**src/hw/rtl/dcc_pkg.sv**
```systemverilog
`default_nettype none

package dcc_pkg;

	localparam int unsigned LETTERS = 26;
	localparam int unsigned IDX_W   = 5;
	localparam int unsigned PCT_W   = 7;
	localparam int unsigned MAXC_W  = 11;
	localparam int unsigned CHAR_W  = 8;

	localparam logic [CHAR_W-1:0] CH_A     = 8'h41;
	localparam logic [CHAR_W-1:0] CH_T     = 8'h54;
	localparam logic [CHAR_W-1:0] CH_U     = 8'h55;
	localparam logic [CHAR_W-1:0] CH_Z     = 8'h5A;
	localparam logic [CHAR_W-1:0] CH_LA    = 8'h61;
	localparam logic [CHAR_W-1:0] CH_LZ    = 8'h7A;
	localparam logic [CHAR_W-1:0] CASE_OFS = 8'h20;

	// Register indices of the configuration port.
	localparam logic [2:0] REG_PRIMARY   = 3'd0;
	localparam logic [2:0] REG_SECONDARY = 3'd1;
	localparam logic [2:0] REG_TERTIARY  = 3'd2;
	localparam logic [2:0] REG_MODE      = 3'd3;
	localparam logic [2:0] REG_SUB       = 3'd4;
	localparam logic [2:0] REG_PROJECT   = 3'd5;
	localparam logic [2:0] REG_GAP       = 3'd6;

	// Shade modes, substitution styles and project types.
	localparam logic [2:0] MODE_OFF      = 3'd0;
	localparam logic [2:0] MODE_PRI      = 3'd2;
	localparam logic [2:0] MODE_SEC      = 3'd3;
	localparam logic [2:0] MODE_TER      = 3'd4;
	localparam logic [1:0] SUB_PLAIN     = 2'd0;
	localparam logic [1:0] SUB_LOWER     = 2'd1;
	localparam logic [1:0] SUB_LEVEL_ONE = 2'd2;
	localparam logic [2:0] PROJ_PLAIN    = 3'd0;
	localparam logic [2:0] PROJ_FORCE_T  = 3'd3;
	localparam logic [2:0] PROJ_FORCE_U  = 3'd4;

	// Letter indices.
	localparam logic [IDX_W-1:0] IX_A = 5'd0;
	localparam logic [IDX_W-1:0] IX_B = 5'd1;
	localparam logic [IDX_W-1:0] IX_C = 5'd2;
	localparam logic [IDX_W-1:0] IX_D = 5'd3;
	localparam logic [IDX_W-1:0] IX_G = 5'd6;
	localparam logic [IDX_W-1:0] IX_H = 5'd7;
	localparam logic [IDX_W-1:0] IX_K = 5'd10;
	localparam logic [IDX_W-1:0] IX_M = 5'd12;
	localparam logic [IDX_W-1:0] IX_N = 5'd13;
	localparam logic [IDX_W-1:0] IX_R = 5'd17;
	localparam logic [IDX_W-1:0] IX_S = 5'd18;
	localparam logic [IDX_W-1:0] IX_T = 5'd19;
	localparam logic [IDX_W-1:0] IX_U = 5'd20;
	localparam logic [IDX_W-1:0] IX_V = 5'd21;
	localparam logic [IDX_W-1:0] IX_W = 5'd22;
	localparam logic [IDX_W-1:0] IX_X = 5'd23;
	localparam logic [IDX_W-1:0] IX_Y = 5'd24;
	localparam logic [IDX_W-1:0] IX_Z = 5'd25;
	localparam logic [IDX_W-1:0] IX_LAST = 5'd25;

	// One bit per letter.
	localparam logic [LETTERS-1:0] L_A = 26'd1 << 0;
	localparam logic [LETTERS-1:0] L_B = 26'd1 << 1;
	localparam logic [LETTERS-1:0] L_C = 26'd1 << 2;
	localparam logic [LETTERS-1:0] L_D = 26'd1 << 3;
	localparam logic [LETTERS-1:0] L_G = 26'd1 << 6;
	localparam logic [LETTERS-1:0] L_H = 26'd1 << 7;
	localparam logic [LETTERS-1:0] L_K = 26'd1 << 10;
	localparam logic [LETTERS-1:0] L_M = 26'd1 << 12;
	localparam logic [LETTERS-1:0] L_N = 26'd1 << 13;
	localparam logic [LETTERS-1:0] L_R = 26'd1 << 17;
	localparam logic [LETTERS-1:0] L_S = 26'd1 << 18;
	localparam logic [LETTERS-1:0] L_T = 26'd1 << 19;
	localparam logic [LETTERS-1:0] L_U = 26'd1 << 20;
	localparam logic [LETTERS-1:0] L_V = 26'd1 << 21;
	localparam logic [LETTERS-1:0] L_W = 26'd1 << 22;
	localparam logic [LETTERS-1:0] L_X = 26'd1 << 23;
	localparam logic [LETTERS-1:0] L_Y = 26'd1 << 24;

	localparam logic [LETTERS-1:0] L_ALL_CODES = L_A | L_C | L_G | L_T | L_U | L_Y | L_R |
		L_W | L_S | L_K | L_M | L_B | L_D | L_H | L_V | L_N | L_X;

	typedef struct packed {
		logic [PCT_W-1:0]  primary_pct;
		logic [PCT_W-1:0]  secondary_pct;
		logic [PCT_W-1:0]  tertiary_pct;
		logic [2:0]        shade_mode;
		logic [1:0]        sub_style;
		logic [2:0]        project_type;
		logic [CHAR_W-1:0] gap_char;
	} cfg_t;

	typedef struct packed {
		logic [CHAR_W-1:0]  consensus_char;
		logic [1:0]         shade;
		logic [1:0]         row_shade;
		logic [LETTERS-1:0] group_mask;
		logic [MAXC_W-1:0]  max_count;
	} result_t;

	// Letters whose counters a residue letter adds to.
	function automatic logic [LETTERS-1:0] expand_of(input logic [IDX_W-1:0] idx);
		logic [LETTERS-1:0] m;
		m = '0;
		case (idx)
			IX_A: m = L_A;
			IX_B: m = L_C | L_G | L_T | L_B;
			IX_C: m = L_C;
			IX_D: m = L_A | L_G | L_T | L_D;
			IX_G: m = L_G;
			IX_H: m = L_A | L_C | L_T | L_H;
			IX_K: m = L_T | L_G | L_K;
			IX_M: m = L_C | L_A | L_M;
			IX_N: m = L_A | L_C | L_G | L_T | L_N | L_X;
			IX_R: m = L_A | L_G | L_R;
			IX_S: m = L_C | L_G | L_S;
			IX_T: m = L_T;
			IX_U: m = L_T;
			IX_V: m = L_A | L_C | L_G | L_V;
			IX_W: m = L_A | L_T | L_W;
			IX_X: m = L_A | L_C | L_G | L_T | L_N | L_X;
			IX_Y: m = L_C | L_T | L_Y;
			default: m = '0;
		endcase
		return m;
	endfunction

	// Letters that share a group with the consensus letter.
	function automatic logic [LETTERS-1:0] group_of(input logic [IDX_W-1:0] idx);
		logic [LETTERS-1:0] m;
		m = '0;
		case (idx)
			IX_A: m = L_A | L_R | L_W | L_M | L_D | L_H | L_V | L_N | L_X;
			IX_B: m = L_C | L_G | L_T | L_U | L_Y | L_S | L_K | L_B | L_N | L_X;
			IX_C: m = L_C | L_Y | L_S | L_M | L_B | L_H | L_V | L_N | L_X;
			IX_D: m = L_A | L_G | L_T | L_U | L_R | L_W | L_K | L_D | L_N | L_X;
			IX_G: m = L_G | L_R | L_S | L_K | L_B | L_D | L_V | L_N | L_X;
			IX_H: m = L_A | L_C | L_T | L_U | L_Y | L_W | L_M | L_H | L_N | L_X;
			IX_K: m = L_T | L_U | L_G | L_K | L_N | L_X;
			IX_M: m = L_C | L_A | L_M | L_N | L_X;
			IX_N: m = L_ALL_CODES;
			IX_R: m = L_A | L_G | L_R | L_N | L_X;
			IX_S: m = L_C | L_G | L_S | L_N | L_X;
			IX_T: m = L_T | L_U | L_Y | L_W | L_K | L_B | L_D | L_H | L_N | L_X;
			IX_V: m = L_A | L_C | L_G | L_R | L_S | L_M | L_V | L_N | L_X;
			IX_W: m = L_A | L_T | L_U | L_W | L_N | L_X;
			IX_X: m = L_ALL_CODES;
			IX_Y: m = L_C | L_T | L_U | L_Y | L_N | L_X;
			default: m = '0;
		endcase
		return m;
	endfunction

	// Bit of a base letter in the merge code: A, C, G, T from high to low.
	function automatic logic [3:0] base_of(input logic [IDX_W-1:0] idx);
		logic [3:0] b;
		b = 4'b0000;
		case (idx)
			IX_A: b = 4'b1000;
			IX_C: b = 4'b0100;
			IX_G: b = 4'b0010;
			IX_T: b = 4'b0001;
			default: b = 4'b0000;
		endcase
		return b;
	endfunction

	// IUPAC code for a set of tied bases.
	function automatic logic [IDX_W-1:0] merge_of(input logic [3:0] bases);
		logic [IDX_W-1:0] r;
		r = IX_N;
		case (bases)
			4'd1:  r = IX_T;
			4'd2:  r = IX_G;
			4'd3:  r = IX_K;
			4'd4:  r = IX_C;
			4'd5:  r = IX_Y;
			4'd6:  r = IX_S;
			4'd7:  r = IX_B;
			4'd8:  r = IX_A;
			4'd9:  r = IX_W;
			4'd10: r = IX_R;
			4'd11: r = IX_D;
			4'd12: r = IX_M;
			4'd13: r = IX_H;
			4'd14: r = IX_V;
			default: r = IX_N;
		endcase
		return r;
	endfunction

endpackage

`default_nettype wire

```
**src/hw/rtl/dna_column_consensus_shader.sv**
```systemverilog
`default_nettype none

// Channel   Direction  Handshake              Payload
// in        to block   in_valid / in_ready    residue, last
// out       from block out_valid / out_ready  consensus_char, shade, row_shade,
//                                             group_mask, max_count
// cfg       to block   APB psel/penable       paddr, pwdata, prdata
//
// Rows of a column are taken one item per cycle, while in_ready is high, into
// 26 counter lanes. The item with last set closes the column: a shared
// comparator then scans the 26 counters and a shared multiplier tests the
// three thresholds, and in_ready stays low until the result is emitted.
// The result sits in an output register; a new column may be collected while
// it waits, but the next result is held until that register is free.
// Reset clears the counters and loads the register defaults.

module dna_column_consensus_shader
	import dcc_pkg::*;
#(
	parameter int unsigned MAX_ROWS = 1024
) (
	input  wire logic               clk,
	input  wire logic               arst_n,
	input  wire logic               psel,
	input  wire logic               penable,
	input  wire logic               pwrite,
	input  wire logic [4:0]         paddr,
	input  wire logic [31:0]        pwdata,
	output logic      [31:0]        prdata,
	output logic                    pready,
	input  wire logic               in_valid,
	output logic                    in_ready,
	input  wire logic [CHAR_W-1:0]  residue,
	input  wire logic               last,
	output logic                    out_valid,
	input  wire logic               out_ready,
	output logic      [CHAR_W-1:0]  consensus_char,
	output logic      [1:0]         shade,
	output logic      [1:0]         row_shade,
	output logic      [LETTERS-1:0] group_mask,
	output logic      [MAXC_W-1:0]  max_count
);

	localparam int unsigned CNT_W = $clog2(MAX_ROWS + 1);

	cfg_t             cfg_q;
	logic             wr_en;
	logic             accept;
	logic             collect;
	logic             done;
	logic             out_free;
	logic [IDX_W-1:0] rd_idx;
	logic [CNT_W-1:0] rd_count;
	logic [CNT_W-1:0] rows;
	logic             any_letter;
	result_t          result;
	result_t          out_q;
	logic             out_valid_q;

	assign pready = 1'b1;
	assign wr_en  = psel && penable && pwrite;

	always_ff @(posedge clk or negedge arst_n) begin
		if (!arst_n) begin
			cfg_q.primary_pct   <= 7'd100;
			cfg_q.secondary_pct <= 7'd80;
			cfg_q.tertiary_pct  <= 7'd60;
			cfg_q.shade_mode    <= MODE_TER;
			cfg_q.sub_style     <= SUB_PLAIN;
			cfg_q.project_type  <= PROJ_PLAIN;
			cfg_q.gap_char      <= 8'h20;
		end else if (wr_en) begin
			case (paddr[4:2])
				REG_PRIMARY:   cfg_q.primary_pct   <= pwdata[PCT_W-1:0];
				REG_SECONDARY: cfg_q.secondary_pct <= pwdata[PCT_W-1:0];
				REG_TERTIARY:  cfg_q.tertiary_pct  <= pwdata[PCT_W-1:0];
				REG_MODE:      cfg_q.shade_mode    <= pwdata[2:0];
				REG_SUB:       cfg_q.sub_style     <= pwdata[1:0];
				REG_PROJECT:   cfg_q.project_type  <= pwdata[2:0];
				REG_GAP:       cfg_q.gap_char      <= pwdata[CHAR_W-1:0];
				default: ;
			endcase
		end
	end

	always_comb begin
		case (paddr[4:2])
			REG_PRIMARY:   prdata = 32'(cfg_q.primary_pct);
			REG_SECONDARY: prdata = 32'(cfg_q.secondary_pct);
			REG_TERTIARY:  prdata = 32'(cfg_q.tertiary_pct);
			REG_MODE:      prdata = 32'(cfg_q.shade_mode);
			REG_SUB:       prdata = 32'(cfg_q.sub_style);
			REG_PROJECT:   prdata = 32'(cfg_q.project_type);
			REG_GAP:       prdata = 32'(cfg_q.gap_char);
			default:       prdata = '0;
		endcase
	end

	assign in_ready = collect;
	assign accept   = in_valid && collect;
	assign out_free = !out_valid_q || out_ready;

	dcc_counters #(
		.MAX_ROWS (MAX_ROWS),
		.CNT_W    (CNT_W)
	) u_counters (
		.clk        (clk),
		.arst_n     (arst_n),
		.accept     (accept),
		.residue    (residue),
		.clear      (done),
		.rd_idx     (rd_idx),
		.rd_count   (rd_count),
		.rows       (rows),
		.any_letter (any_letter)
	);

	dcc_resolve #(
		.CNT_W (CNT_W)
	) u_resolve (
		.clk        (clk),
		.arst_n     (arst_n),
		.cfg        (cfg_q),
		.start      (accept && last),
		.out_free   (out_free),
		.rows       (rows),
		.any_letter (any_letter),
		.rd_count   (rd_count),
		.rd_idx     (rd_idx),
		.collect    (collect),
		.done       (done),
		.result     (result)
	);

	always_ff @(posedge clk or negedge arst_n) begin
		if (!arst_n) begin
			out_valid_q <= 1'b0;
		end else if (done) begin
			out_valid_q <= 1'b1;
		end else if (out_ready) begin
			out_valid_q <= 1'b0;
		end
	end

	always_ff @(posedge clk) begin
		if (done) begin
			out_q <= result;
		end
	end

	assign out_valid      = out_valid_q;
	assign consensus_char = out_q.consensus_char;
	assign shade          = out_q.shade;
	assign row_shade      = out_q.row_shade;
	assign group_mask     = out_q.group_mask;
	assign max_count      = out_q.max_count;

endmodule

`default_nettype wire

```
**src/hw/rtl/dcc_counters.sv**
```systemverilog
`default_nettype none

module dcc_counters
	import dcc_pkg::*;
#(
	parameter int unsigned MAX_ROWS = 1024,
	parameter int unsigned CNT_W    = 11
) (
	input  wire logic               clk,
	input  wire logic               arst_n,
	input  wire logic               accept,
	input  wire logic [CHAR_W-1:0]  residue,
	input  wire logic               clear,
	input  wire logic [IDX_W-1:0]   rd_idx,
	output logic      [CNT_W-1:0]   rd_count,
	output logic      [CNT_W-1:0]   rows,
	output logic                    any_letter
);

	logic [CNT_W-1:0]   count_q [LETTERS];
	logic [CNT_W-1:0]   rows_q;
	logic               any_q;
	logic [CHAR_W-1:0]  ch;
	logic [CHAR_W-1:0]  ofs;
	logic               is_letter;
	logic               room;
	logic [LETTERS-1:0] inc;

	always_comb begin
		ch = residue;
		if (ch >= CH_LA && ch <= CH_LZ) begin
			ch = ch - CASE_OFS;
		end
		ofs = ch - CH_A;
		is_letter = (ch >= CH_A) && (ch <= CH_Z);
		room = rows_q < CNT_W'(MAX_ROWS);
		inc = (accept && room && is_letter) ? expand_of(ofs[IDX_W-1:0]) : '0;
	end

	// Rows beyond the capacity of a column are dropped, but still close it.
	always_ff @(posedge clk or negedge arst_n) begin
		if (!arst_n) begin
			rows_q <= '0;
			any_q  <= 1'b0;
			for (int i = 0; i < LETTERS; i++) begin
				count_q[i] <= '0;
			end
		end else if (clear) begin
			rows_q <= '0;
			any_q  <= 1'b0;
			for (int i = 0; i < LETTERS; i++) begin
				count_q[i] <= '0;
			end
		end else begin
			if (accept && room) begin
				rows_q <= rows_q + CNT_W'(1);
				if (is_letter) begin
					any_q <= 1'b1;
				end
			end
			for (int i = 0; i < LETTERS; i++) begin
				if (inc[i]) begin
					count_q[i] <= count_q[i] + CNT_W'(1);
				end
			end
		end
	end

	assign rd_count   = count_q[rd_idx];
	assign rows       = rows_q;
	assign any_letter = any_q;

endmodule

`default_nettype wire

```
**src/hw/rtl/dcc_resolve.sv**
```systemverilog
`default_nettype none

module dcc_resolve
	import dcc_pkg::*;
#(
	parameter int unsigned CNT_W = 11
) (
	input  wire logic             clk,
	input  wire logic             arst_n,
	input  wire cfg_t             cfg,
	input  wire logic             start,
	input  wire logic             out_free,
	input  wire logic [CNT_W-1:0] rows,
	input  wire logic             any_letter,
	input  wire logic [CNT_W-1:0] rd_count,
	output logic      [IDX_W-1:0] rd_idx,
	output logic                  collect,
	output logic                  done,
	output result_t               result
);

	localparam int unsigned PW = CNT_W + PCT_W;

	localparam logic [1:0] TH_LIM = 2'd0;
	localparam logic [1:0] TH_PRI = 2'd1;
	localparam logic [1:0] TH_SEC = 2'd2;
	localparam logic [1:0] TH_TER = 2'd3;

	typedef enum logic [1:0] {
		ST_COLLECT,
		ST_SCAN,
		ST_THRESH,
		ST_EMIT
	} state_t;

	state_t           state_q;
	logic [IDX_W-1:0] idx_q;
	logic [CNT_W-1:0] maxc_q;
	logic [1:0]       ties_q;
	logic [3:0]       bases_q;
	logic [IDX_W-1:0] first_q;
	logic [IDX_W-1:0] alt_q;
	logic             alt_vld_q;
	logic [1:0]       thr_q;
	logic [PW-1:0]    lim_q;
	logic [2:0]       ge_q;

	logic             gt;
	logic             eq;
	logic [3:0]       bbit;
	logic [PCT_W-1:0] pct;
	logic [PW-1:0]    prod;

	// The one compare unit of the scan, and the one rows-by-percentage multiplier
	// of the threshold steps.
	always_comb begin
		gt   = rd_count > maxc_q;
		eq   = rd_count == maxc_q;
		bbit = base_of(idx_q);
		case (thr_q)
			TH_PRI:  pct = cfg.primary_pct;
			TH_SEC:  pct = cfg.secondary_pct;
			TH_TER:  pct = cfg.tertiary_pct;
			default: pct = cfg.tertiary_pct;
		endcase
		prod = PW'(rows) * PW'(pct);
	end

	// maxc reaches (rows*pct+50)/100 exactly when rows*pct < 100*maxc+50.
	always_ff @(posedge clk or negedge arst_n) begin
		if (!arst_n) begin
			state_q   <= ST_COLLECT;
			idx_q     <= '0;
			maxc_q    <= '0;
			ties_q    <= '0;
			bases_q   <= '0;
			first_q   <= '0;
			alt_q     <= '0;
			alt_vld_q <= 1'b0;
			thr_q     <= TH_LIM;
			lim_q     <= '0;
			ge_q      <= '0;
		end else begin
			case (state_q)
				ST_COLLECT: begin
					if (start) begin
						state_q   <= ST_SCAN;
						idx_q     <= '0;
						maxc_q    <= '0;
						ties_q    <= '0;
						bases_q   <= '0;
						alt_vld_q <= 1'b0;
					end
				end
				ST_SCAN: begin
					if (gt) begin
						maxc_q    <= rd_count;
						ties_q    <= 2'd1;
						first_q   <= idx_q;
						bases_q   <= bbit;
						alt_q     <= idx_q;
						alt_vld_q <= bbit == 4'b0000;
					end else if (eq) begin
						if (ties_q == 2'd0) begin
							first_q <= idx_q;
						end
						if (ties_q != 2'd2) begin
							ties_q <= ties_q + 2'd1;
						end
						bases_q <= bases_q | bbit;
						if (bbit == 4'b0000 && !alt_vld_q) begin
							alt_q     <= idx_q;
							alt_vld_q <= 1'b1;
						end
					end
					if (idx_q == IX_LAST) begin
						state_q <= ST_THRESH;
						thr_q   <= TH_LIM;
					end else begin
						idx_q <= idx_q + IDX_W'(1);
					end
				end
				ST_THRESH: begin
					case (thr_q)
						TH_LIM:  lim_q <= PW'(maxc_q) * PW'(100) + PW'(50);
						TH_PRI:  ge_q[2] <= prod < lim_q;
						TH_SEC:  ge_q[1] <= prod < lim_q;
						default: ge_q[0] <= prod < lim_q;
					endcase
					if (thr_q == TH_TER) begin
						state_q <= ST_EMIT;
					end
					thr_q <= thr_q + 2'd1;
				end
				ST_EMIT: begin
					if (out_free) begin
						state_q <= ST_COLLECT;
					end
				end
				default: state_q <= ST_COLLECT;
			endcase
		end
	end

	logic               emit;
	logic [IDX_W-1:0]   pick;
	logic [LETTERS-1:0] gmask;
	logic               multi;
	logic [1:0]         lvl;
	logic [1:0]         rlvl;
	logic               pass;
	logic [CHAR_W-1:0]  cons;

	always_comb begin
		emit = (state_q == ST_EMIT) && out_free;
		if (ties_q == 2'd1) begin
			pick = first_q;
		end else if (alt_vld_q) begin
			pick = alt_q;
		end else begin
			pick = merge_of(bases_q);
		end
		gmask = group_of(pick);
		multi = (gmask & (gmask - LETTERS'(1))) != '0;

		if (ge_q[2]) begin
			lvl = 2'd3;
		end else if (ge_q[1]) begin
			lvl = 2'd2;
		end else if (ge_q[0]) begin
			lvl = 2'd1;
		end else begin
			lvl = 2'd0;
		end

		case (cfg.shade_mode)
			MODE_TER: pass = ge_q[0];
			MODE_SEC: pass = ge_q[1];
			MODE_PRI: pass = ge_q[2];
			default:  pass = 1'b1;
		endcase

		rlvl = lvl;
		if (cfg.sub_style == SUB_LOWER) begin
			if (multi && lvl != 2'd0) begin
				rlvl = lvl - 2'd1;
			end
		end else if (cfg.sub_style == SUB_LEVEL_ONE) begin
			if (multi) begin
				rlvl = (lvl != 2'd1) ? 2'd1 : 2'd0;
			end else if (lvl == 2'd1) begin
				rlvl = 2'd0;
			end
		end

		cons = CH_A + CHAR_W'(pick);
		if (cons == CH_T || cons == CH_U) begin
			if (cfg.project_type == PROJ_FORCE_T) begin
				cons = CH_T;
			end else if (cfg.project_type == PROJ_FORCE_U) begin
				cons = CH_U;
			end
		end
		if (lvl != 2'd3) begin
			cons = cons + CASE_OFS;
		end

		if (!any_letter) begin
			result = '0;
			result.consensus_char = cfg.gap_char;
		end else begin
			result.shade          = lvl;
			result.row_shade      = (pass && cfg.shade_mode != MODE_OFF) ? rlvl : 2'd0;
			result.group_mask     = gmask;
			result.max_count      = MAXC_W'(maxc_q);
			result.consensus_char = (pass && lvl[1]) ? cons : cfg.gap_char;
		end
	end

	assign rd_idx  = idx_q;
	assign collect = state_q == ST_COLLECT;
	assign done    = emit;

endmodule

`default_nettype wire
```
**config.mk**
```make
export PLATFORM = sky130hd
export DESIGN_NAME = dna_column_consensus_shader
export DESIGN_NICKNAME = d
export VERILOG_FILES = /design/src/hw/rtl/dcc_pkg.sv /design/src/hw/rtl/dna_column_consensus_shader.sv /design/src/hw/rtl/dcc_counters.sv /design/src/hw/rtl/dcc_resolve.sv
export SDC_FILE = /design/constraint.sdc
export NUM_CORES = 1
export LEC_CHECK = 0
export ABC_CLOCK_PERIOD_IN_PS = 8300
export BUFFER_PORTS_ARGS = -buffer_cell sky130_fd_sc_hd__buf_2
export CAP_MARGIN = 20
export CORE_MARGIN = 2
export CORE_UTILIZATION = 45
export CTS_BUF_LIST = sky130_fd_sc_hd__clkbuf_16
export DETAILED_ROUTE_END_ITERATION = 16
export SLEW_MARGIN = 20
export SYNTH_ARGS = -nofsm -noshare
export SYNTH_HDL_FRONTEND = slang
export SYNTH_SLANG_ARGS = --single-unit
```
**constraint.sdc**
```tcl
create_clock -name clk -period 8.3 [get_ports clk]
set_clock_uncertainty 0.05 [all_clocks]
set_input_delay 1.66 -clock clk [delete_from_list [all_inputs] [get_ports clk]]
set_output_delay 1.66 -clock clk [all_outputs]
set_load 0.02 [all_outputs]
```
Word-level counts from Yosys, hierarchy flattened

Memories as Yosys holds them, arrays and structs flattened.
Cells that the tools add are included.

Input port bits: 53
ROM bits: 1136
Memories kept: 3
Register bits after elaboration: 443
Output and inout port bits: 84

Multiply operators: 2
Reduce and logical (&&, ||, !) cells: 83
Bitwise gates (word level): 4
Add/sub/neg operators: 37
Equality and inequality tests: 40
Order comparisons: 8
Multiplexer cells: 94

Memory list:

| memory          | words | bits a word | read ports | clocked after memory_dff | write ports | line           | RTL |
|---|---|---|---|---|---|---|---|
| (no name shown) | 32    | 17          | 1          | 0                        | 0           | dcc_pkg.sv:132 | `case (idx)` |
| (no name shown) | 32    | 16          | 1          | 0                        | 0           | dcc_pkg.sv:105 | `case (idx)` |
| (no name shown) | 16    | 5           | 1          | 0                        | 0           | dcc_pkg.sv:172 | `case (bases)` |

Operator list:

| cell                  | number |
|---|---|
| $mux 11               | 32 |
| $add 11x1->11 const B | 27 |
| $mux 286              | 1 |
| $reduce_bool 2->1     | 35 |
| $pmux 8 s7            | 1 |
| $bmux 11 s5           | 1 |
| $mux 5                | 10 |
| $mux 49               | 1 |
| $mux 8                | 6 |
| $mux 2                | 17 |
| $reduce_and 2->1      | 14 |
| $and 26x26->26        | 1 |
| $mux 26               | 1 |
| $reduce_bool 26->1    | 1 |
| $sub 26x1->26 const B | 1 |
| $pmux 11 s2           | 1 |
| $add 18x6->18 const B | 1 |
| $lt 18x18->1          | 1 |
| $mul 11x7->18         | 1 |
| $eq 8x7->1 const B    | 2 |
| $ge 8x7->1 const B    | 2 |
| $le 8x7->1 const B    | 2 |
| $mul 11x5->16 const B | 1 |
| $pmux 4 s4            | 1 |
| 45 further kinds      | 107 |

Depth between registers and ports, before layout

Gate-level depths: netlist of run 1.
An unclocked memory read counts as a cell.

Word-level depth: 12
Gate-level depth with buffers: 32
Gate-level depth less buffers: 30

Modules after synthesis

From an unflattened synthesis of run 1, not the netlist that was laid out.

Cell total of the unflattened synthesis: 2904
Area, all modules: 28342.2 um2

By module, submodules not included:

| module                      | sequential area each (um2) | area an instance (um2) | instances | cells an instance |
|---|---|---|---|---|
| dcc_counters                | 7181.9                     | 15922.8                | 1         | 1592 |
| dcc_resolve                 | 1426.4                     | 8889.8                 | 1         | 1099 |
| dna_column_consensus_shader | 2436.1                     | 3529.6                 | 1         | 213 |

Worst setup path before layout of run 1

No wires, ideal clock.

Path kind: flip-flop to flip-flop
Start: reg u_resolve.thr_q[0]
End: reg u_resolve.ge_q[0]
Setup slack: 1.635 ns
Required time: 8.185 ns
Data arrival time: 6.551 ns
Cell stages (with the launch flop): 30
Path through: dfrtp_1 inv_1 ha_1 clkbuf_1 o21ai_0 clkbuf_1 nor2b_1 fa_1 inv_1 fa_1 inv_1 fa_1 inv_1 fa_1 inv_1 ha_1 a21boi_0 o21ai_0 a21boi_0 o21ai_0 a21oi_1 o41a_1 nor4b_1 a311o_1 ha_1 a21o_1 a211oi_1 a21oi_1 a21oi_1 mux2_2

Longest elaborated chain between the ends: 4
Elaborated cells between the ends (all ways): 9
Classes of those cells: mul: 1; order compare: 1; eq/ne: 2; mux: 1; bitwise: 1; reduce/logical: 3

Ends and longest elaborated chain:

| element                                                 | line                                  | RTL |
|---|---|---|
| start, declared                                         | dcc_resolve.sv:44                     | `logic [1:0] thr_q;` |
| start signal, assigned                                  | dcc_resolve.sv:133                    | `thr_q <= thr_q + 2'd1;` |
| $eq 2x2->1, or another cell as far along                | dcc_resolve.sv:60, dcc_resolve.sv:124 |  |
| $pmux 7 s2 / $reduce_or 3->1 (equally long branches)    | n/a                                   |  |
| $mul 11x7->18 / $not 1->1 (equally long branches)       | n/a                                   |  |
| $lt 18x18->1 / $reduce_and 2->1 (equally long branches) | n/a                                   |  |
| end signal, assigned                                    | dcc_resolve.sv:128                    | `default: ge_q[0] <= prod < lim_q;` |
| end, declared                                           | dcc_resolve.sv:46                     | `logic [2:0] ge_q;` |

Parallel ways exist; a longest one is shown, timed or not.
A chain may end at the register's enable or synchronous reset.

Worst setup path in the final report of run 1

Ends and elaborated chain as after synthesis.

==> impl_metrics.sql, run 1 <==
INSERT INTO impl_metrics (metric_group, metric, value, unit) VALUES
('grt', 'pin_count_of_the_biggest_net_entering_global_routing', '175', ''),
('pwr', 'power.share.switching', '0.4072', ''),
('final_layout', 'flow.area_growth_from_synthesis', '8.897', '%'),
('route', 'vias_per_cell', '5.528', ''),
('final_layout', 'fillCellCount', '5413', ''),
('final_layout', 'diodes', '0', ''),
('grt', 'via_count_of_the_first_global_routing_pass', '19996', ''),
('grt', 'globalRouteOverflowTotal', '0', ''),
('final_layout', 'layout.area.seq', '10990', 'um^2'),
('floorplanning', 'core', '60250', 'um^2'),
('pwr', 'power.leakage', '0.01366', 'uW'),
('worst_setup_path', 'critPathLaunchType', 'flip-flop', ''),
('pwr', 'p_seq_frac', '0.333', ''),
('final_layout', 'layout.nets', '2972', ''),
('yosys', 'synth_flop_cell', 'dfrtp_1', ''),
('cts', 'cts_repair_resize_count', '0', ''),
('pwr', 'p_sw', '3234', 'uW'),
('final_layout', 'area_of_the_multi_input_gates', '15020', 'um^2'),
('cts', 'cts.clk_slew.worst_paths', '60', 'ps'),
('worst_setup_path', 'kind_of_capture_point_of_the_worst_setup_path', 'flip-flop', ''),
('timing', 'timing_hold_violations_final', '0', ''),
('final_layout', 'layout.cells.non_filler', '3535', ''),
('pwr', 'p_comb_frac', '0.411', ''),
('floorplanning', 'die-width', '250.5', 'um'),
('grt', 'global_route_wire_length_before_repair', '105800', 'um'),
('worst_setup_path', 'reg2reg_slack', '920', 'ps'),
('placed_design', 'place_hpwl', '45240', 'um'),
('route', 'drt-pass1-iter-count', '5', ''),
('yosys', 'netlist-cell-type-count', '103', ''),
('timing', 'final_min_period_over_clock_period', '0.8894', ''),
('worst_setup_path', 'timing.critical_path.depth', '27', ''),
('worst_setup_path', 'worst_ep_arrival_time', '7880', 'ps'),
('floorplanning', 'ioPinCount', '137', ''),
('timing', 'setup_violations', '0', ''),
('placed_design', 'place.gp.congestion', '0.8414', ''),
('worst_setup_path', 'critical_path.n_buffers_inverters', '5', ''),
('timing', 'slew_headroom', '0.2773', ''),
('yosys', 'synth-async-reset-ratio', '0.9118', ''),
('timing', 'time_the_final_worst_path_needs_with_i_o_delays_and_setup', '7382', 'ps'),
('worst_hold_path', 'worst_hold_path.num_cells', '1', ''),
('timing', 'fin_setup_tns', '0', 'ps'),
('worst_setup_path', 'path_delay_family', 'adder cells', ''),
('cts', 'clk_root_buffer_cell', 'clkbuf_16', ''),
('cts', 'clk-insertion-delay-late', '610', 'ps'),
('timing', 'layout_setup_ws', '918.1', 'ps'),
('cts', 'post-cts-setup-buffers', '0', ''),
('yosys', 'synth_edf_count', '38', ''),
('timing', 'tightest_slew', '1084', 'ps'),
('route', 'route.final.wire_length', '63910', 'um'),
('grt', 'grt_use_total', '0.2070', ''),
('final_layout', 'final_layout_size_suffix_gt1_frac', '0.1297', ''),
('floorplanning', 'fp.dieH', '250.5', 'um'),
('placed_design', 'place_inst', '3443', ''),
('timing', 'rsz0062_at_grt', 'false', ''),
('grt', 'antenna_violations_before_repair', '2', ''),
('placed_design', 'place_worst_setup_slack', '862.4', 'ps'),
('yosys', 'synth.cells.most_frequent', 'dfrtp_1, nand2_1, nor2_1, inv_1, and2_1', ''),
('cts', 'ctsLongestPathBuffers', '3', ''),
('route', 'drtIter0Drc', '1131', ''),
('yosys', 'synth.yosys.warnings', '0', ''),
('yosys', 'post-synth-top-count-cell', 'dfrtp_1', ''),
('route', 'via_count', '19542', ''),
('worst_setup_path', 'slowest_stage', 'fa_1', ''),
('yosys', 'post-synth-top-area-fraction', '0.3495', ''),
('placed_design', 'port_bufs', '76', ''),
('yosys', 'netlist_top_cells_area', 'dfrtp_1, ha_1, mux4_2', ''),
('status', 'status', 'finished clean', ''),
('route', 'post-route-drc-count', '0', ''),
('floorplanning', 'initial_core_util', '0.4540', ''),
('cts', 'clkSinkCount', '431', ''),
('floorplanning', 'rows', '90', '');
stage by stage:
| stage | area (um^2) | total power, uW | util |
|---|---|---|---|
| finish | 29790 | 7943 | 0.4944 |
| CTS | 29770 | 8013 | 0.4941 |
| global route | 29790 | 8492 | 0.4944 |
| detailed placement | 28280 | 5936 | 0.4694 |
| global placement | 28270 | 5849 | 0.4693 |
| floorplan | 27470 | 5123 | - |
power by group through the flow:
stage	combinational (uW)	clock (uW)	sequential [uW]
CTS	3270	2090	2650
global placement	3170	0	2680
finish	3270	2030	2640
floorplan	2540	0	2590
detailed placement	3250	0	2690
global route	3640	2170	2680
cells in the final DEF (no fill, tap or decap), drive strengths merged, types with 24 or more instances in the layout:
master  synthesis  routed
a21oi         113     113
and2          157     157
and3           36      36
buf            70     103
clkbuf         90      50
clkinv          0      27
conb            2      34
dfrtp         382     382
edfxtp         38      38
fa             50      50
ha            156     156
inv           179     192
mux2           60      60
mux2i          65      65
mux4           68      68
nand2         208     208
nand2b         24      24
nand3          65      65
nand4          35      35
nor2          208     208
nor2b          56      56
nor3           30      30
o21ai         135     135
or3            59      59
xnor2          78      78
xor2           78      78
routing by layer:
layer  GRT usage  wire (um)  vias up
met4     0.07049       1840        2
met1      0.2814      29130     9691
met3     0.02764       2395      109
met5           0         13        -
met2      0.3418      30530      399
li1            -          -     9341
state kept, by name, indices dropped and copies added, names as in the netlist:
register / cells
u_resolve.ge_q: 3
max_count: 11
shade: 2
consensus_char: 8
u_resolve.alt_q: 5
out_valid: 1
u_resolve.state_q: 2
u_resolve.first_q: 5
u_resolve.ties_q: 2
u_counters.rows: 11
cfg_q: 37
u_resolve.maxc_q: 11
u_resolve.thr_q: 2
u_resolve.bases_q: 4
u_counters.count_q: 286
u_resolve.rd_idx: 5
u_counters.any_letter: 1
u_resolve.alt_vld_q: 1
u_resolve.lim_q: 17
row_shade: 2
group_mask: 15
final timing paths:
check	from	to
min in group asynchronous	arst_n	u_counters.rows[10]$_DFFE_PN0P_
min	u_resolve.lim_q[1]$_DFFE_PN0P_	u_resolve.lim_q[1]$_DFFE_PN0P_
max	u_resolve.thr_q[0]$_DFFE_PN0P_	u_resolve.ge_q[0]$_DFFE_PN0P_
max reg2reg	u_resolve.thr_q[0]$_DFFE_PN0P_	u_resolve.ge_q[0]$_DFFE_PN0P_
min reg2reg	u_resolve.lim_q[1]$_DFFE_PN0P_	u_resolve.lim_q[1]$_DFFE_PN0P_
max in group asynchronous	arst_n	u_counters.count_q[244]$_DFFE_PN0P_
final cells by class:
type	instances	share of cell area
clock buffer	50	0.04201
clock inverter	42	0.008065
inverter	179	0.02281
multi-input combinational	1948	0.5043
sequential	431	0.3691
tap	782	0.03285
timing repair buffer	103	0.02088
worst register-to-register path, cell delays in order, from the launching register on:
cell and delay (ps):
dfrtp_1 400, inv_1 80, ha_1 490, o21ai_0 540, nor2b_1 140, fa_1 520
inv_1 50, fa_1 490, inv_1 70, fa_1 560, inv_1 70, fa_1 540
inv_1 40, ha_1 310, a21boi_0 150, o21ai_0 220, a21boi_0 160, o21ai_0 230
a21oi_1 140, o41a_1 390, nor4b_1 270, a311o_1 160, ha_1 230, a21o_1 180
a211oi_1 220, a21oi_1 100, a21oi_1 300, mux2_2 220
cells by family after synthesis:
family / synth area share
simple gates: 0.1736
compound gates: 0.1072
flops: 0.4018
buf+inv: 0.05443
fa+ha+maj: 0.1080
mux: 0.1045
xor+xnor: 0.05023
other cells: 0.0002746
Power figures use the tool's default switching activity.
==> run 2, diff against run 1 <==
Settings changed: CORE_UTILIZATION 45 to 61, PLACE_DENSITY set to 0.79.
==> run 2 against run 1 <==
Net effect: sequential share of layout area grew 0.43 points; flip-flop and latch count is the same; final area shrank 1.2%; clock power shrank 2%; clock-buffer cell count shrank 3; final cell count shrank 5.7%; die area shrank 26%; register-to-register slack lost 40 ps; critical endpoint is now u_resolve.ge_q[2]$_DFFE_PN0P_; largest power group unchanged; highest routed layer is now met4.
==> impl_metrics.sql, run 2 (synthesized netlist as in run 1, its figures left out) <==
INSERT INTO impl_metrics (metric_group, metric, value, unit) VALUES
('status', 'status', 'finished clean', ''),
('cts', 'tritoncts_clock_tree', 'yes', ''),
('route', 'via_count', '20127', ''),
('cts', 'clk_root_buffer_cell', 'clkbuf_16', ''),
('final_layout', 'layout_commonest_cell', 'dfrtp_1', ''),
('job', 'cap_viol_max_count', '0', ''),
('floorplanning', 'initial_core_util', '0.6185', ''),
('worst_hold_path', 'holdCritPathClass', 'reg2reg', ''),
('timing', 'rsz0062_at_grt', 'false', ''),
('grt', 'grt_use_total', '0.2706', ''),
('final_layout', 'layout.cells.non_filler', '3332', ''),
('final_layout', 'reg_top3', 'u_counters.count_q x286, cfg_q x37, u_resolve.lim_q x17', ''),
('timing', 'timing_hold_violations_final', '0', ''),
('pwr', 'p_clk_frac', '0.251', ''),
('worst_setup_path', 'timing_worst_setup_path_type', 'reg2reg', ''),
('route', 'ant_nets', '0', ''),
('route', 'post-route-drc-count', '0', ''),
('final_layout', 'number_of_flip_flops_in_the_largest_register', '286', ''),
('route', 'drt-pass1-iter-count', '5', ''),
('final_layout', 'flow.area_growth_from_synthesis', '7.630', '%'),
('timing', 'setup_violations', '0', ''),
('cts', 'ctsHoldBuffers', '0', ''),
('route', 'routedWlPerCell', '18.57', 'um'),
('final_layout', 'fillCellCount', '3300', ''),
('grt', 'antenna_violations_before_repair', '0', ''),
('cts', 'clkSinkCount', '431', ''),
('cts', 'cts_repair_resize_count', '0', ''),
('pwr', 'post-layout-total-power', '7869', 'uW'),
('floorplanning', 'die-width', '215.8', 'um'),
('grt', 'pin_count_of_the_biggest_net_entering_global_routing', '111', ''),
('floorplanning', 'core', '44220', 'um^2'),
('cts', 'ctsLongestPathBuffers', '3', ''),
('worst_setup_path', 'worst-endpoint-required', '8770', 'ps'),
('cts', 'htree_levels', '2', ''),
('floorplanning', 'ioPinCount', '137', ''),
('final_layout', 'final_layout_size_suffix_gt1_frac', '0.1285', ''),
('pwr', 'vdd_drop_max', '0.1988', 'mV'),
('timing', 'fin_setup_tns', '0', 'ps'),
('timing', 'time_the_final_worst_path_needs_with_i_o_delays_and_setup', '7422', 'ps'),
('pwr', 'power.leakage', '0.01361', 'uW'),
('worst_setup_path', 'timing.critical_path.fanout_max', '15', ''),
('placed_design', 'placed_area', '28000', 'um^2'),
('cts', 'post-cts-setup-buffers', '0', ''),
('timing', 'final_min_period_over_clock_period', '0.8942', ''),
('pwr', 'power.share.switching', '0.4033', ''),
('pwr', 'p_seq_frac', '0.334', ''),
('pwr', 'p_comb_frac', '0.415', ''),
('worst_setup_path', 'kind_of_capture_point_of_the_worst_setup_path', 'flip-flop', ''),
('timing', 'tightest_slew', '943.7', 'ps'),
('timing', 'slew_viol_final', '0', ''),
('worst_setup_path', 'worst_ep_arrival_time', '7890', 'ps'),
('grt', 'via_count_of_the_first_global_routing_pass', '20356', ''),
('worst_setup_path', 'critPathLaunchType', 'flip-flop', ''),
('route', 'route.final.wire_length', '61870', 'um'),
('final_layout', 'final_area', '29440', 'um^2'),
('floorplanning', 'rows', '77', ''),
('cts', 'cts_made_buffers', '47', ''),
('route', 'vias_per_cell', '6.041', ''),
('placed_design', 'port_bufs', '76', ''),
('pwr', 'p_int', '4696', 'uW'),
('floorplanning', 'fp.dieArea', '46550', 'um^2'),
('final_layout', 'layout.nets', '2967', ''),
('grt', 'globalRouteOverflowTotal', '0', ''),
('timing', 'slew_headroom', '0.3664', ''),
('route', 'drtIter0Drc', '1695', ''),
('final_layout', 'most_frequent_cells_in_the_layout', 'dfrtp_1, nand2_1, nor2_1', ''),
('cts', 'cts.clk_slew.worst_paths', '60', 'ps'),
('final_layout', 'diodes', '0', ''),
('cts', 'clk-insertion-delay-late', '590', 'ps'),
('floorplanning', 'fp.dieH', '215.8', 'um'),
('pwr', 'power.density_cell_area', '267.3', 'nW/um^2'),
('pwr', 'p_sw', '3174', 'uW'),
('placed_design', 'place_inst', '3251', ''),
('grt', 'global_route_wire_length_before_repair', '102800', 'um'),
('placed_design', 'place.gp.congestion', '0.8872', ''),
('final_layout', 'largest-register', 'u_counters.count_q', ''),
('timing', 'max_freq', '0.1347', 'GHz'),
('final_layout', 'utilization', '0.6657', ''),
('placed_design', 'place_hpwl', '43500', 'um');
run 2: changes by cell type in the layout (fill, tap and decap cells not counted), sizes merged:
cell,previous run,this run
inv,192,193
clkbuf,50,47
bufinv,1,3
buf,103,101
clkinv,27,15
clkinvlp,1,2
run 2: metal layers:
metal	wire [um]	global-route usage
met5	0	0
met4	1596	0.08529
met3	3371	0.04087
met2	30840	0.4643
met1	26070	0.3554
run 2: worst max-delay path: stages (launching register included):
cell and delay (ps):
dfrtp_1 410, inv_1 90, ha_1 510, o21ai_0 560, nor2b_1 120, fa_1 500, inv_1 60, fa_1 490
inv_1 70, fa_1 540, inv_1 60, fa_1 540, inv_1 40, ha_1 310, a21boi_0 150, o21ai_0 230
a21boi_0 150, o21ai_0 220, a21oi_1 130, o41a_1 370, nor4b_1 260, a311o_1 170, ha_1 250, a21o_1 190
a211oi_1 240, a21oi_1 100, a21oi_1 300, mux2_2 230
run 2: final timing paths:
path | start | endpoint | cells past startpoint | slack (ps)
setup reg to reg | u_resolve.thr_q[0]$_DFFE_PN0P_ | u_resolve.ge_q[2]$_DFFE_PN0P_ | 27 | 880
min in group asynchronous | arst_n | u_counters.rows[10]$_DFFE_PN0P_ | 1 | 1050
hold reg to reg | u_resolve.lim_q[1]$_DFFE_PN0P_ | u_resolve.lim_q[1]$_DFFE_PN0P_ | 1 | 420
setup / recovery | u_resolve.thr_q[0]$_DFFE_PN0P_ | u_resolve.ge_q[2]$_DFFE_PN0P_ | 27 | 880
hold / removal | u_resolve.lim_q[1]$_DFFE_PN0P_ | u_resolve.lim_q[1]$_DFFE_PN0P_ | 1 | 420
max in group asynchronous | arst_n | u_counters.count_q[226]$_DFFE_PN0P_ | 2 | 5660
run 2: through the flow:
stage | setup WS, ps | hold WS, ps
after floorplan | 1635 | 385.8
after CTS | 914.8 | 422.6
final | 877.9 | 417.4
after global placement | 1175 | 404.5
after detailed placement | 964.9 | 406.2
after global routing | 315.6 | 441.5
run 2: layout make-up:
type	count	area (um^2)	area share
multi-input combinational	1948	15020	0.5102
sequential	431	10990	0.3735
clock buffer	47	1176	0.03995
tap	592	740.7	0.02516
inverter	179	679.4	0.02308
timing repair buffer	101	581.8	0.01976
clock inverter	34	246.5	0.008373
run 2: power groups by stage:
stage / Sequential [uW] / Clock, uW / Combinational, uW
final: 2630 / 1980 / 3270
after global routing: 2660 / 2100 / 3590
after CTS: 2620 / 2010 / 3240
after detailed placement: 2660 / 0 / 3200
after global placement: 2650 / 0 / 3100
after floorplan: 2590 / 0 / 2540
==> run 3, diff against run 2 <==
Settings changed: CORE_ASPECT_RATIO set to 1.25, CORE_UTILIZATION 61 to 50, PLACE_DENSITY 0.79 to 0.67.
==> run 3 against run 2 <==
Net effect: via count fell by 1.4%; die area up 22%; routed wire length grew 2.6%; final area rose by 1.1%; non-clock buffer count grew 1; setup slack improved by 140 ps; utilization is 11 points lower; clock power rose by 8%; worst hold slack gained 7.6 ps; final cell count up 4.2%; largest power group unchanged.
==> impl_metrics.sql, run 3 (synthesized netlist as in run 1, its figures left out) <==
INSERT INTO impl_metrics (metric_group, metric, value, unit) VALUES
('job', 'cap_viol_max_count', '0', ''),
('cts', 'clkSinkCount', '431', ''),
('worst_setup_path', 'path_delay_family', 'adder cells', ''),
('timing', 'slew_headroom', '0.2756', ''),
('grt', 'pin_count_of_the_biggest_net_entering_global_routing', '154', ''),
('pwr', 'p_clk_frac', '0.267', ''),
('worst_setup_path', 'delay_of_the_slowest_cell_on_the_worst_path', '530', 'ps'),
('grt', 'globalRouteOverflowTotal', '0', ''),
('final_layout', 'utilization', '0.5514', ''),
('route', 'drtIter0Drc', '1235', ''),
('timing', 'setup_violations', '0', ''),
('placed_design', 'port_bufs', '76', ''),
('final_layout', 'most_frequent_cells_in_the_layout', 'dfrtp_1, nand2_1, nor2_1', ''),
('cts', 'tritoncts_clock_tree', 'yes', ''),
('worst_setup_path', 'critPathMostFrequentCell', 'inv_1', ''),
('placed_design', 'place_hpwl', '44700', 'um'),
('status', 'status', 'finished clean', ''),
('route', 'routedWlPerCell', '18.28', 'um'),
('cts', 'htree_levels', '2', ''),
('grt', 'via_count_of_the_first_global_routing_pass', '20190', ''),
('route', 'route.final.wire_length', '63470', 'um'),
('floorplanning', 'fp.dieArea', '56600', 'um^2'),
('worst_setup_path', 'timing.critical_path.fanout_max', '15', ''),
('floorplanning', 'die-width', '213.2', 'um'),
('cts', 'cts_made_buffers', '47', ''),
('worst_setup_path', 'reg2reg_slack', '1020', 'ps'),
('final_layout', 'reg_top3', 'u_counters.count_q x286, cfg_q x37, u_resolve.lim_q x17', ''),
('worst_hold_path', 'timing.hold.worst_endpoint', 'u_resolve.lim_q[7]$_DFFE_PN0P_', ''),
('floorplanning', 'fp.dieH', '265.5', 'um'),
('final_layout', 'final_layout_size_suffix_gt1_frac', '0.1301', ''),
('pwr', 'power.share.switching', '0.3987', ''),
('floorplanning', 'ioPinCount', '137', ''),
('worst_setup_path', 'worst_ep_arrival_time', '7770', 'ps'),
('cts', 'clk_root_buffer_cell', 'clkbuf_16', ''),
('route', 'via_count', '19846', ''),
('floorplanning', 'core', '53960', 'um^2'),
('pwr', 'p_seq_frac', '0.329', ''),
('worst_setup_path', 'kind_of_capture_point_of_the_worst_setup_path', 'flip-flop', ''),
('cts', 'cts.clk_slew.worst_paths', '60', 'ps'),
('grt', 'antenna_violations_before_repair', '2', ''),
('worst_setup_path', 'reg2reg_depth', '27', ''),
('worst_setup_path', 'slowest_stage', 'fa_1', ''),
('timing', 'final_min_period_over_clock_period', '0.8769', ''),
('worst_setup_path', 'timing_worst_setup_path_type', 'reg2reg', ''),
('worst_setup_path', 'critPathLaunchType', 'flip-flop', ''),
('route', 'vias_per_cell', '5.716', ''),
('worst_setup_path', 'critical_path.n_buffers_inverters', '5', ''),
('pwr', 'p_comb_frac', '0.405', ''),
('worst_setup_path', 'worst-endpoint-required', '8790', 'ps'),
('timing', 'tightest_slew', '1087', 'ps'),
('timing', 'timing_hold_violations_final', '0', ''),
('worst_hold_path', 'holdCritPathClass', 'reg2reg', ''),
('placed_design', 'place.gp.congestion', '0.8775', ''),
('timing', 'time_the_final_worst_path_needs_with_i_o_delays_and_setup', '7279', 'ps'),
('worst_hold_path', 'worst_hold_path.num_cells', '2', ''),
('floorplanning', 'initial_core_util', '0.5069', ''),
('worst_hold_path', 'hold_start', 'u_resolve.lim_q[7]$_DFFE_PN0P_', ''),
('route', 'post-route-drc-count', '0', ''),
('floorplanning', 'rows', '95', ''),
('final_layout', 'layout_commonest_cell', 'dfrtp_1', ''),
('grt', 'grt_use_total', '0.2287', ''),
('timing', 'slew_viol_final', '0', ''),
('final_layout', 'flow.area_growth_from_synthesis', '8.792', '%'),
('pwr', 'vdd_drop_max', '0.1928', 'mV'),
('pwr', 'p_sw', '3202', 'uW'),
('final_layout', 'number_of_flip_flops_in_the_largest_register', '286', ''),
('pwr', 'power.density_cell_area', '269.9', 'nW/um^2'),
('cts', 'ctsLongestPathBuffers', '3', ''),
('grt', 'global_route_wire_length_before_repair', '104200', 'um'),
('cts', 'clk-insertion-delay-late', '610', 'ps'),
('pwr', 'p_int', '4829', 'uW'),
('final_layout', 'layout.nets', '2968', ''),
('timing', 'rsz0062_at_grt', 'false', ''),
('route', 'ant_nets', '0', ''),
('final_layout', 'largest-register', 'u_counters.count_q', ''),
('cts', 'ctsHoldBuffers', '0', ''),
('pwr', 'power.leakage', '0.01368', 'uW'),
('timing', 'max_freq', '0.1374', 'GHz'),
('worst_setup_path', 'crit-reg2reg-capture', 'u_resolve.ge_q[1]$_DFFE_PN0P_', ''),
('final_layout', 'diodes', '0', ''),
('worst_setup_path', 'r2r-start', 'u_resolve.thr_q[0]$_DFFE_PN0P_', ''),
('worst_setup_path', 'startpoint', 'u_resolve.thr_q[0]$_DFFE_PN0P_', ''),
('worst_setup_path', 'timing.critical_path.depth', '27', ''),
('timing', 'fin_setup_tns', '0', 'ps'),
('cts', 'cts_repair_resize_count', '0', ''),
('route', 'drt-pass1-iter-count', '5', ''),
('cts', 'post-cts-setup-buffers', '0', '');
[run 3: cell types whose count changed in the layout (fill, tap and decap cells not counted), moves of 2 or more]
cell	change
clkinvlp_4	-2
bufinv_16	+4
clkinv_1	+2
clkinv_2	+2
inv_1	-2
[run 3: worst reg2reg max path, cell delays in order, from the launching register on]
cell      delay [ps]
dfrtp_1          410
inv_1             80
ha_1             500
o21ai_0          520
nor2b_1          140
fa_1             520
inv_1             50
fa_1             470
inv_1             60
fa_1             530
inv_1             60
fa_1             530
inv_1             50
ha_1             310
a21boi_0         140
o21ai_0          210
a21boi_0         150
o21ai_0          220
a21oi_1          130
o41a_1           380
nor4b_1          260
a311o_1          180
ha_1             240
a21o_1           190
a211oi_1         240
a21oi_1          100
a21oi_1          290
mux2_2           220
[run 3: final cells by class]
| class | count | area [um^2] |
|---|---|---|
| inverter | 179 | 679.4 |
| timing repair buffer | 102 | 598.1 |
| multi-input combinational | 1948 | 15020 |
| tap | 727 | 909.6 |
| fill | 4725 | 24210 |
| sequential | 431 | 10990 |
| clock buffer | 47 | 1176 |
| clock inverter | 38 | 379.1 |
[run 3: routing by layer]
layer,vias up,share of wire,GRT usage
met1,9899,0.42,0.2918
li1,9338,-,-
met5,-,0.00036,0
met2,463,0.50,0.3932
met3,142,0.042,0.03566
met4,4,0.036,0.08183
[run 3: power groups by stage]
| stage | Sequential (uW) | Clock [uW] | Combinational (uW) |
|---|---|---|---|
| after global routing | 2670 | 2270 | 3610 |
| after global placement | 2670 | 0 | 3150 |
| after detailed placement | 2680 | 0 | 3230 |
| final | 2640 | 2140 | 3250 |
| after CTS | 2640 | 2200 | 3250 |
| after floorplan | 2590 | 0 | 2540 |
[run 3: worst max-delay path by stage]
stage	endpoint	slack [ps]
after floorplan	u_resolve.ge_q[0]$_DFFE_PN0P_	1630
after global placement	u_resolve.ge_q[0]$_DFFE_PN0P_	1130
after detailed placement	u_resolve.ge_q[1]$_DFFE_PN0P_	1000
after CTS	u_resolve.ge_q[1]$_DFFE_PN0P_	980
after global routing	u_resolve.ge_q[1]$_DFFE_PN0P_	350
final	u_resolve.ge_q[1]$_DFFE_PN0P_	1020
[run 3: stage by stage]
step	hold WS (ps)	cell area (um^2)	worst slack [ps]	instances	power, uW
2_1_floorplan	385.8	27470	1635	2718	5123
3_3_place_gp	403.2	28180	1127	3387	5818
3_5_place_dp	415.5	28180	999.6	3387	5913
4_1_cts	431.5	29740	982.1	3472	8089
5_1_grt	443.9	29760	353.2	3472	8556
6_report	425.0	29760	1021	3472	8031
